`config.mk`:
```
export PLATFORM = sky130hd
export DESIGN_NAME = pta_ram
export DESIGN_NICKNAME = d
export VERILOG_FILES = /design/src/rtl/core/pta_ram.sv
export SDC_FILE = /design/constraint.sdc
export NUM_CORES = 1
export LEC_CHECK = 0
export ABC_AREA = 1
export BUFFER_PORTS_ARGS = -buffer_cell sky130_fd_sc_hd__buf_2
export CORE_UTILIZATION = 30
export CTS_CLUSTER_SIZE = 40
export DETAILED_ROUTE_END_ITERATION = 7
export PLACE_DENSITY = 0.51
export SLEW_MARGIN = 0
export SYNTH_ARGS = -nofsm -noshare
export SYNTH_HDL_FRONTEND = slang
export SYNTH_SLANG_ARGS = --single-unit
```
`constraint.sdc`:
```
create_clock -name clk -period 1.8 [get_ports clk]
set_input_delay 0.45 -clock clk [delete_from_list [all_inputs] [get_ports clk]]
set_output_delay 0.45 -clock clk [all_outputs]
set_load 0.02 [all_outputs]
```
`src/rtl/core/pta_ram.sv`:
```
// Generic single-port synchronous RAM with registered read.
module pta_ram #(
  parameter int unsigned Width = 8,
  parameter int unsigned Depth = 16
) (
  input  logic                     clk,
  input  logic                     we,
  input  logic [$clog2(Depth)-1:0] addr,
  input  logic [Width-1:0]         wdata,
  output logic [Width-1:0]         rdata
);
  logic [Width-1:0] mem [Depth];

  always_ff @(posedge clk) begin
    if (we) begin
      mem[addr] <= wdata;
    end
    rdata <= mem[addr];
  end
endmodule

```
==> results of run 1 <==
[flip-flops by register name, indices dropped and copies added (netlist names)]
signal and cells:
mem 128, rdata 8
[synthesized netlist by cell type (all sizes together)]
library cell | n | area (µm²)
nand3 | 4 | 20.02
clkinv | 1 | 3.750
dfxtp | 8 | 160.2
buf | 18 | 105.1
inv | 22 | 82.58
nor2 | 18 | 67.56
clkbuf | 3 | 11.26
nand2 | 346 | 1299
edfxtp | 128 | 3844
[power by group]
| group | switching, mW | leakage (nW) | internal (mW) |
|---|---|---|---|
| combinational | 0.331 | 1.36 | 0.133 |
| sequential | 0.0203 | 1.22 | 3.54 |
| clock | 1.27 | 0.309 | 2.48 |
| total | 1.62 | 2.89 | 6.16 |
[per-stage QoR]
stage | instances | setup TNS [ns] | worst slack, ns | hold slack (ns)
after CTS | 839 | 0 | 0.3717 | 0.4425
final | 839 | 0 | 0.3963 | 0.4472
after detailed placement | 807 | 0 | 0.08904 | 0.7073
after global placement | 807 | 0 | 0.09282 | 0.7049
after global routing | 839 | 0 | 0.3567 | 0.4501
after floorplan | 548 | -1.087 | -0.02718 | 0.5489
[worst min-delay path by stage]
stage                              from                  end  slack, ns  cells after the start
finish                         wdata[6]  mem[8][6]$_DFFE_PP_       0.45                      1
global route                   wdata[6]  mem[9][6]$_DFFE_PP_       0.45                      1
CTS                            wdata[6]  mem[3][6]$_DFFE_PP_       0.44                      1
detailed placement  mem[8][5]$_DFFE_PP_     rdata[5]$_DFF_P_       0.71                      8
global placement    mem[8][5]$_DFFE_PP_     rdata[5]$_DFF_P_       0.70                      8
floorplan                      wdata[0]  mem[0][0]$_DFFE_PP_       0.55                      0
[per-layer routing]
metal	up-vias	wire, µm	GRT usage	share of wire
li1	1849	-	-	-
met1	1668	5939	0.1823	0.46
met4	2	257	0.06919	0.020
met3	18	569	0.03729	0.044
met5	-	14	0	0.0011
met2	66	6009	0.2372	0.47
[cell type report]
cell class                 instances  area [µm²]  area share
multi-input combinational        368        1386      0.2054
timing repair buffer              51       342.8     0.05079
inverter                          23       86.33     0.01279
tap                              229       286.5     0.04245
sequential                       136        4004      0.5931
clock inverter                    13       201.4     0.02984
clock buffer                      19       442.9     0.06562
[cell families (layout without fill, tap and decap cells)]
| kind of cell | count (synthesis) | in the layout | share of synthesized area |
|---|---|---|---|
| buf+inv | 44 | 106 | 0.03624 |
| flops | 136 | 136 | 0.7159 |
| simple gates | 368 | 368 | 0.2479 |
==> metrics, run 1 <==
number of max-cap violations=0; Pre-antenna DRT Iters=6; Hold/Removal Path Class=in2reg; clock root cell=clkbuf_16; Crit. End Element=primary output; Post-Syn Area=5593 µm²; Cell Chain, Critical Path=buf_2; Area Growth Syn to Fin=20.69%; RSZ-0062 raised after global routing=no; Worst EP arrival=0.95 ns; port bufs=21; first-pass GRT wire length=20550 µm; GRT Resource Usage Total=0.1460; failing checks=design-rule violations; most frequent cells in the layout=nand2_1, edfxtp_1, buf_4; Largest stage delay, worst path=0.35 ns; Initial Utilization=0.3082; post_cts resized=0; CP Max Fanout=1; Seq/Total Area, Yosys=0.7159; Setup crit end=rdata[3]; Clock Path Buffers=2; H-tree levels=4; hpwl dp=8194 µm; Synth Net Count=562; vias in the first global route=3681; post-DR wirelength/cell=15.25 µm; Syn Inst Count=548; Critical Path Start=rdata[3]$_DFF_P_; total CTS buffers=17; Slew HR=0.7101; CP max-delay cell=dfxtp_1; CTS tree=built; Pwr Density=1152 nW/µm²; CP Buf/Inv Count=1; Clock Sink Count=136; clock skew=0.007238 ns; layout cell share with drive strength beyond 1=0.1361; Slew @ Worst Pin=0.4348 ns; io pins=22; initial antenna violation count=1; YS warnings=0; commonest non-fill, non-tap cell in the layout=nand2_1; fin area=6750 µm²; synthesized area per cell=10.21 µm²; Final ANT Viol Nets=0; Final Setup Violations=0; Reg2Reg Depth=8; LEAKAGE=2.895 nW; final worst-path cycle share=0.7798; Startpoint Class=flip-flop; CP Class=reg2out; # hold bufs at CTS=0; family with the most delay on the worst path=flip-flops; synth unique cells=11; DRT Wirelength=12790 µm; Post CTS Setup Buffer Count=0; GRT Residual Overflow=0; post-layout util=0.3720; DR iter-0 viols=347; floorplan row count=49; status=finished with violations; RR Endpoint=rdata[1]$_DFF_P_; die height=138.5 µm; area of the core=18150 µm²; peak supply drop=0.0007256 V; Tot Pwr=7.779 mW; Worst R2R Setup Slack=0.77 ns; Final Max Tran Viols=0; placed cell areas=6106 µm²; Worst EP required=1.35 ns; Fill cells=1794; maximum clock rate=712.4 MHz; Final Hold Viols=0; R2R Path Start=mem[7][1]$_DFFE_PP_; mean number of vias per cell=4.294; Nets=611; total number of vias=3603; worst skew pair latency=0.42 ns; Tmin final=1.404 ns; DRC violations left=2; Die X=138.5 µm; Antenna diodes=0; largest net degree at the start of global routing=33; DIE AREA=19190 µm²; GP Congestion=0.7571; Seq cells post-synth=136; CTS clk-pin slew, worst paths=0.06 ns; Critical Path Stages=1
(Power assumes the default switching activity.)
==> inputs of run 2 (changes only) <==
==> constraint.sdc (replaced) <==
create_clock -name clk -period 1.2 [get_ports clk]
set_input_delay 0.3 -clock clk [delete_from_list [all_inputs] [get_ports clk]]
set_output_delay 0.3 -clock clk [all_outputs]
set_load 0.02 [all_outputs]
==> run 2 against run 1 <==
The run now ends clean. Global-route usage grew 0.72 points. Sequential power grew 50%. Sequential share of layout area is 2.7 points lower. Combinational power grew 87%. Via count is 1.8% higher. Worst setup slack lost 0.37 ns. Worst hold slack got worse by 0.20 ns. Register-to-register slack worse by 0.57 ns.
==> metrics, run 2 (same netlist as run 1, synthesis figures left out) <==
floorplan row count=49 (unchanged); DRT Wirelength=13430 µm (was 12790 µm); first-pass GRT wire length=21500 µm (was 20550 µm); CTS clk-pin slew, worst paths=0.06 ns (about the same); maximum clock rate=849.5 MHz; Final Setup Violations=0 (unchanged); GRT Resource Usage Total=0.1532 (was 0.1460); Final Hold Viols=0 (unchanged); biggest regs=mem: 128 flops, rdata: 8 flops (unchanged); DR iter-0 viols=224 (was 347); Post CTS Setup Buffer Count=0 (unchanged); Hold/Removal Path Class=in2reg (unchanged); CP max-delay cell=dfxtp_2 (was dfxtp_1); clock skew=0.01309 ns (was 0.007238 ns); io pins=22 (unchanged); Worst EP required=0.90 ns (was 1.35 ns); mean number of vias per cell=4.398 (was 4.294); # hold bufs at CTS=0 (unchanged); GP Congestion=0.8267 (was 0.7571); DIE AREA=19190 µm² (unchanged); GRT Residual Overflow=0 (unchanged); post-DR wirelength/cell=16.11 µm (was 15.25 µm); clock root cell=clkbuf_16 (unchanged); Antenna diodes=0 (unchanged); Initial Utilization=0.3082 (unchanged); Clock Sink Count=136 (unchanged); Tmin final=1.177 ns; Slew @ Worst Pin=0.4097 ns (was 0.4348 ns); Cell Chain, Critical Path=buf_6 (was buf_2); port bufs=21 (unchanged); CP Buf/Inv Count=1 (unchanged); Slew HR=0.7269 (was 0.7101); H-tree levels=4 (unchanged); initial antenna violation count=0 (was 1); setup_tns=0 ns (unchanged); layout cell share with drive strength beyond 1=0.1736 (was 0.1361); RSZ-0062 raised after global routing=yes (was no); Final WS setup=0.02287 ns (was 0.3963 ns); area of the core=18150 µm² (unchanged); largest net degree at the start of global routing=26 (was 33); Final ANT Viol Nets=0 (unchanged); most frequent cells in the layout=nand2_1, edfxtp_1, inv_1 (was nand2_1, edfxtp_1, buf_4); peak supply drop=0.001107 V (was 0.0007256 V); Largest stage delay, worst path=0.34 ns (was 0.35 ns); Pre-antenna DRT Iters=5 (was 6); status=finished clean (was finished with violations); die height=138.5 µm (unchanged); CP Max Fanout=1 (unchanged); Pwr Density=1636 nW/µm² (was 1152 nW/µm²); family with the most delay on the worst path=flip-flops (unchanged); vias in the first global route=3810 (was 3681); total number of vias=3668 (was 3603); Area Growth Syn to Fin=26.64% (was 20.69%); Final Max Tran Viols=0 (unchanged); CTS tree=built (unchanged); number of max-cap violations=0 (unchanged); worst skew pair latency=0.42 ns (about the same); post_cts resized=18 (was 0); commonest non-fill, non-tap cell in the layout=nand2_1 (unchanged); Nets=606 (was 611); CP Class=reg2out (unchanged); total CTS buffers=17 (unchanged); final worst-path cycle share=0.9809; Worst EP arrival=0.88 ns (was 0.95 ns); Biggest register=mem (unchanged); Die X=138.5 µm (unchanged); max FFs per register=128 (unchanged); Startpoint Class=flip-flop (unchanged); DRC violations left=0 (was 2); Crit. End Element=primary output (unchanged); Clock Path Buffers=2 (unchanged); DP Worst Slack=-0.3043 ns (was 0.08904 ns); LEAKAGE=2.931 nW (was 2.895 nW); hpwl dp=9124 µm (was 8194 µm)
-- run 2: worst paths after layout --
kind	from	end	slack, ns	cells past startpoint
worst max-delay path	rdata[7]$_DFF_P_	rdata[7]	0.02	1
worst min-delay path	wdata[6]	mem[4][6]$_DFFE_PP_	0.25	2
worst max register to register	mem[1][6]$_DFFE_PP_	rdata[6]$_DFF_P_	0.20	8
worst min register to register	mem[15][6]$_DFFE_PP_	rdata[6]$_DFF_P_	0.71	8
-- run 2: cell type report --
class	count	area, µm²
Tap cell	229	286.5
Multi-Input combinational cell	368	1572
Fill cell	1782	11060
Inverter	23	111.4
Clock buffer	18	429.2
Clock inverter	14	180.2
Sequential cell	136	4010
Timing Repair Buffer	46	494.2
-- run 2: power breakdown --
part	switching, mW	internal, mW
clock network	1.91	3.45
logic	0.567	0.302
registers	0.0380	5.32
total	2.52	9.07
-- run 2: routing by layer --
layer  vias up  track usage  routed length (µm)
li1       1843            -                   -
met3        15      0.03971                 567
met2        93       0.2413                6284
met5         -            0                   0
met1      1717       0.2030                6428
met4         0      0.05795                 153
-- run 2: metrics by stage --
step	util	hold slack (ns)	instance area, µm²	total power, mW	cells
after floorplan	-	0.3989	5863	5.918	548
after global placement	0.3542	0.6848	6429	6.302	802
after detailed placement	0.3542	0.6806	6429	6.298	802
after CTS	0.3903	0.2325	7083	11.71	834
after global routing	0.3903	0.2437	7083	12.00	834
final	0.3903	0.2518	7083	11.59	834
